===== src/gru_ram.sv =====
`default_nettype none
module gru_ram #(
    parameter int WIDTH = 8,
    parameter int DEPTH = 16
) (
    input  wire logic                     i_clk,
    input  wire logic                     i_we,
    input  wire logic [$clog2(DEPTH)-1:0] i_waddr,
    input  wire logic [WIDTH-1:0]         i_wdata,
    input  wire logic [$clog2(DEPTH)-1:0] i_raddr,
    output logic      [WIDTH-1:0]         o_rdata
);
    logic [WIDTH-1:0] r_mem [DEPTH];
    always_ff @(posedge i_clk) begin
        if (i_we) r_mem[i_waddr] <= i_wdata;
        o_rdata <= r_mem[i_raddr];
    end
endmodule
`default_nettype wire


===== config.mk =====
export PLATFORM = sky130hd
export DESIGN_NAME = gru_ram
export DESIGN_NICKNAME = d
export VERILOG_FILES = /design/src/gru_ram.sv
export SDC_FILE = /design/constraint.sdc
export NUM_CORES = 1
export LEC_CHECK = 0
export BUFFER_PORTS_ARGS = -buffer_cell sky130_fd_sc_hd__buf_2
export CAP_MARGIN = 20
export CORE_UTILIZATION = 58
export CTS_CLUSTER_SIZE = 14
export DETAILED_ROUTE_END_ITERATION = 7
export GPL_ROUTABILITY_DRIVEN = 1
export PLACE_DENSITY_LB_ADDON = 0.08
export SETUP_SLACK_MARGIN = 0.5
export SLEW_MARGIN = 40
export SYNTH_ARGS = -nofsm -noshare
export SYNTH_HDL_FRONTEND = slang
export SYNTH_SLANG_ARGS = --single-unit
export TNS_END_PERCENT = 50

===== constraint.sdc =====
create_clock -name i_clk -period 2.5 [get_ports i_clk]
set_input_delay 0.5 -clock i_clk [delete_from_list [all_inputs] [get_ports i_clk]]
set_output_delay 0.5 -clock i_clk [all_outputs]
set_load 0.1 [all_outputs]

# ---- Word-level counts from Yosys, hierarchy flattened
# Memory sizes are Yosys's and may differ from the RTL's. A register that Yosys moved wholly into a read port is not among the register bits.
# Index checks and enable logic that the tools add are counted.
# Widths: inputs -> output; s select.
dict set report totals {
  ff_bits 0
  ram_bits 128
  input_bits 18
  output_inout_bits 8
  word_cells 3
  memories 1
}
dict set report op_classes {
  mux 2
}
# name words word_bits read_ports rd_clocked_by_memory_dff wr line_no
set memory_table {}
lappend memory_table {r_mem 16 8 1 1 1 13} ;# logic [WIDTH-1:0] r_mem [DEPTH];
# op n
set ops {}
lappend ops {{$mux 1} 2}

# ---- Logic depth before layout (Yosys ltp)
dict set report depth {
  depth_word 2
  ltp_mapped 5
  mapped_depth_nobuf 3
}

# ---- Worst setup path after synthesis
# No wires, ideal clock.
dict set report synth_path {
  path_kind {input to register}
  from {in i_waddr[2]}
  to {mem r_mem[0][0] (enable)}
  setup_ns 0.383
  arrival_ns 1.610
  required_time_ns 2.117
  path_slack_ns 0.507
  cell_stages 2
  n_path_buf 0
  path_cell_list {or3b_2 -> nor3_1}
}
# element line_no
set synth_rtl {}
lappend synth_rtl {{from (decl)} 8} ;# input wire logic [$clog2(DEPTH)-1:0] i_waddr,
lappend synth_rtl {{to (decl)} 13}
# Straight into the memory's write port.

# ---- Worst setup path in the final report
dict set report layout_path {
  from {reg o_rdata[2], read port of r_mem}
  to {out o_rdata[2]}
}
# element line_no
set layout_rtl {}
lappend layout_rtl {{from (decl)} 11} ;# output logic [WIDTH-1:0] o_rdata
# No word-level cell between the ends.

==> flow_summary.json <==
{
  "route.vias.total": 2413,
  "final_util": 0.699,
  "netlist.top_cell.by_area": "sky130_fd_sc_hd__edfxtp_1",
  "synthToLayoutAreaGrowth_pct": 17.3,
  "half_perimeter_wire_length_of_the_detailed_placement_result_microns": 6120,
  "clock-skew-final_ps": 6.03,
  "globalRoute.busiestLayer": "met2",
  "netlist_instances": 229,
  "post_cts_resized": 0,
  "synthMostInstantiatedCell": "sky130_fd_sc_hd__edfxtp_1",
  "maxSlewViolCount": 0,
  "worstSetupStartpoint": "o_rdata[2]",
  "port-buffer-count": 25,
  "drc": 0,
  "synth_largest_type_area_fraction": 0.747,
  "synth_edf_count": 128,
  "avgRoutedWirePerCell_microns": 23.9,
  "status": "finished, final reports clean",
  "drt-total-wl_microns": 9610,
  "worst-setup-path-type": "flop to output port",
  "finalNetCount": 300,
  "final_period_minus_worst_setup_slack_ps": 1820,
  "finalWeightedCongestion": 0.725,
  "std_cell_rows": 34,
  "static-leakage-power_nw": 2.06,
  "die_width_microns": 96.2,
  "num-fill-cells": 538,
  "cts.clk_slew.worst_paths_ps": 60,
  "synth.yosys.warnings": 0,
  "critical_path_required_ps": 2000,
  "globalRouteTotalUtil": 0.233,
  "ctsHoldBuffers": 0,
  "synth_async_sr_flop_share": 0,
  "clk_root_buffer_cell": "sky130_fd_sc_hd__clkbuf_8",
  "cpPeakStageDelay_ps": 450,
  "cts-root-to-sink-buffers": 2,
  "floorplan.die_area_sq_mm": 0.00926,
  "maximum_number_of_pins_on_one_net_before_global_route_repair": 33,
  "setup_tns_final_ps": 0,
  "timing.hold.worst.start": "i_wdata[4]",
  "worst_slew_pin_slew_ps": 771,
  "power.ir.vdd_worst_v": 0.000549,
  "drt-vias-per-instance": 5.99,
  "cp_endpoint_kind": "output port",
  "numCtsBuffers": 17,
  "final.period_utilization": 0.729,
  "postSynthNetCount": 247,
  "synth.top_cells.by_count": "128 x sky130_fd_sc_hd__edfxtp_1, 18 x sky130_fd_sc_hd__mux4_2, 16 x sky130_fd_sc_hd__a22oi_1",
  "critical_path.startpoint_type": "flop",
  "final_hold_fails": 0,
  "clkSinkCount": 136,
  "post_synth.cell_area_avg_sq_um": 22.5,
  "number_of_iterations_in_the_first_detailed_routing_pass": 4,
  "pwr_per_cell_area_mw_per_mm2": 855,
  "floorplan.initialDensity": 0.596,
  "dp_worst_setup_slack_ps": 556,
  "critical_path_buf_inv_count": 1,
  "post_synth_instance_area_sq_mm": 0.00515,
  "synth_sequential_area_ratio": 0.778,
  "timing.max_slew.rel_slack": 0.484,
  "final.setup.worst_slack_ps": 676,
  "grt_setup_unrepaired": "false",
  "crit_path_cell_trace": "buf_2",
  "cts-htree-levels": 4,
  "antennaDiodeCount": 0,
  "number_of_antenna_violating_nets_in_the_routed_design": 0,
  "design_power_total_w": 0.00516,
  "max_cap_violations": 0,
  "top_fanout_value_on_the_critical_path": 1,
  "most_instantiated_flip_flop_cell_in_the_synthesis_netlist": "sky130_fd_sc_hd__edfxtp_1",
  "grt_pass1_vias": 2439,
  "postCtsSetupRepairBufs": 0,
  "clock_latency_ps": 500,
  "antenna_found_initial": 0,
  "drt-initial-drc-count": 199,
  "global_route.usage.met3": 0.0671,
  "grt_use_met2": 0.345,
  "tritoncts": "done",
  "die_height_microns": 96.2,
  "global_route.overflow_total": 0,
  "synth_cell_type_count": 19,
  "critical-path-top-delay-family": "buffers and inverters",
  "grt_pass1_wl_microns": 14100,
  "critical_path.reg2reg.startpoint": "r_mem[7][7]",
  "design.core.area_sq_mm": 0.00864,
  "fraction_of_layout_cells_with_a_size_suffix_above_1": 0.315,
  "grt_util_met1": 0.343,
  "floorplan.io_pins": 26,
  "post_synth_main_area_contributors": "sky130_fd_sc_hd__edfxtp_1 75%, sky130_fd_sc_hd__mux4_2 7.9%, sky130_fd_sc_hd__mux4_1 7.1%",
  "cpMaxStageDelayCell": "sky130_fd_sc_hd__buf_2",
  "synth-seq-cells": 136,
  "finalSetupViolCount": 0,
  "max_freq_mhz": 548,
  "crit_arrival_ps": 1320,
  "hold_class": "primary input to flop"
}
-- path summary, 6_finish.rpt --
| path | to | slack (ps) | cells past startpoint |
|---|---|---|---|
| worst max register to register | o_rdata[7] | 1170 | 3 |
| worst min register to register | o_rdata[0] | 660 | 3 |
| worst max-delay path | o_rdata[2] | 680 | 1 |
| worst min-delay path | r_mem[10][4] | 370 | 1 |
-- flip-flops by register name (all words and copies together) (netlist names) --
register	cells
o_rdata	8
r_mem	128
-- layout make-up --
cell class / count / area, sq um / share of cell area
Clock buffer: 20 / 445 / 0.0738
Clock inverter: 12 / 101 / 0.0168
Multi-Input combinational cell: 83 / 1060 / 0.175
Sequential cell: 136 / 4000 / 0.663
Tap cell: 108 / 135 / 0.0224
Timing Repair Buffer: 44 / 293 / 0.0485
-- layer usage --
layer	share of wire	wire length, microns	vias up
li1	-	-	1079
met1	0.46	4390	1243
met2	0.48	4640	86
met3	0.055	533	5
met4	0.0061	59	0
met5	0	0	-
-- cells in the final DEF (no fill, tap or decap), types with 2 or more instances in the layout --
master                         n
sky130_fd_sc_hd__nand3b_1      2
sky130_fd_sc_hd__clkbuf_8      3
sky130_fd_sc_hd__a22oi_1      16
sky130_fd_sc_hd__mux4_1       14
sky130_fd_sc_hd__clkinvlp_4    4
sky130_fd_sc_hd__buf_12        2
sky130_fd_sc_hd__nor3_1        4
sky130_fd_sc_hd__dfxtp_1       8
sky130_fd_sc_hd__nor2_1       13
sky130_fd_sc_hd__clkbuf_16    16
sky130_fd_sc_hd__edfxtp_1    128
sky130_fd_sc_hd__nand2_1       9
sky130_fd_sc_hd__nand2b_1      2
sky130_fd_sc_hd__mux4_2       18
sky130_fd_sc_hd__clkinv_2      4
sky130_fd_sc_hd__buf_4        17
sky130_fd_sc_hd__buf_2        25
-- logic make-up after synthesis --
group / share of synthesized area
compound gates: 0.0233
simple gates: 0.0318
mux: 0.150
flops: 0.778
buf+inv: 0.0168
-- through the flow --
| step | hold WS (ps) | instance area [sq um] | cells |
|---|---|---|---|
| after floorplan | 599 | 5150 | 229 |
| after global placement | 654 | 5490 | 371 |
| after detailed placement | 651 | 5490 | 371 |
| after CTS | 357 | 6040 | 403 |
| after global routing | 361 | 6040 | 403 |
| final | 375 | 6040 | 403 |
-- report_power, final --
| group | leakage, nW | switching, W | internal, W |
|---|---|---|---|
| combinational | 0.581 | 0.000239 | 0.000102 |
| clock | 0.260 | 0.000886 | 0.00136 |
| sequential | 1.22 | 0.0000174 | 0.00255 |
| total | 2.06 | 0.00114 | 0.00401 |
(Power assumes the default switching activity.)
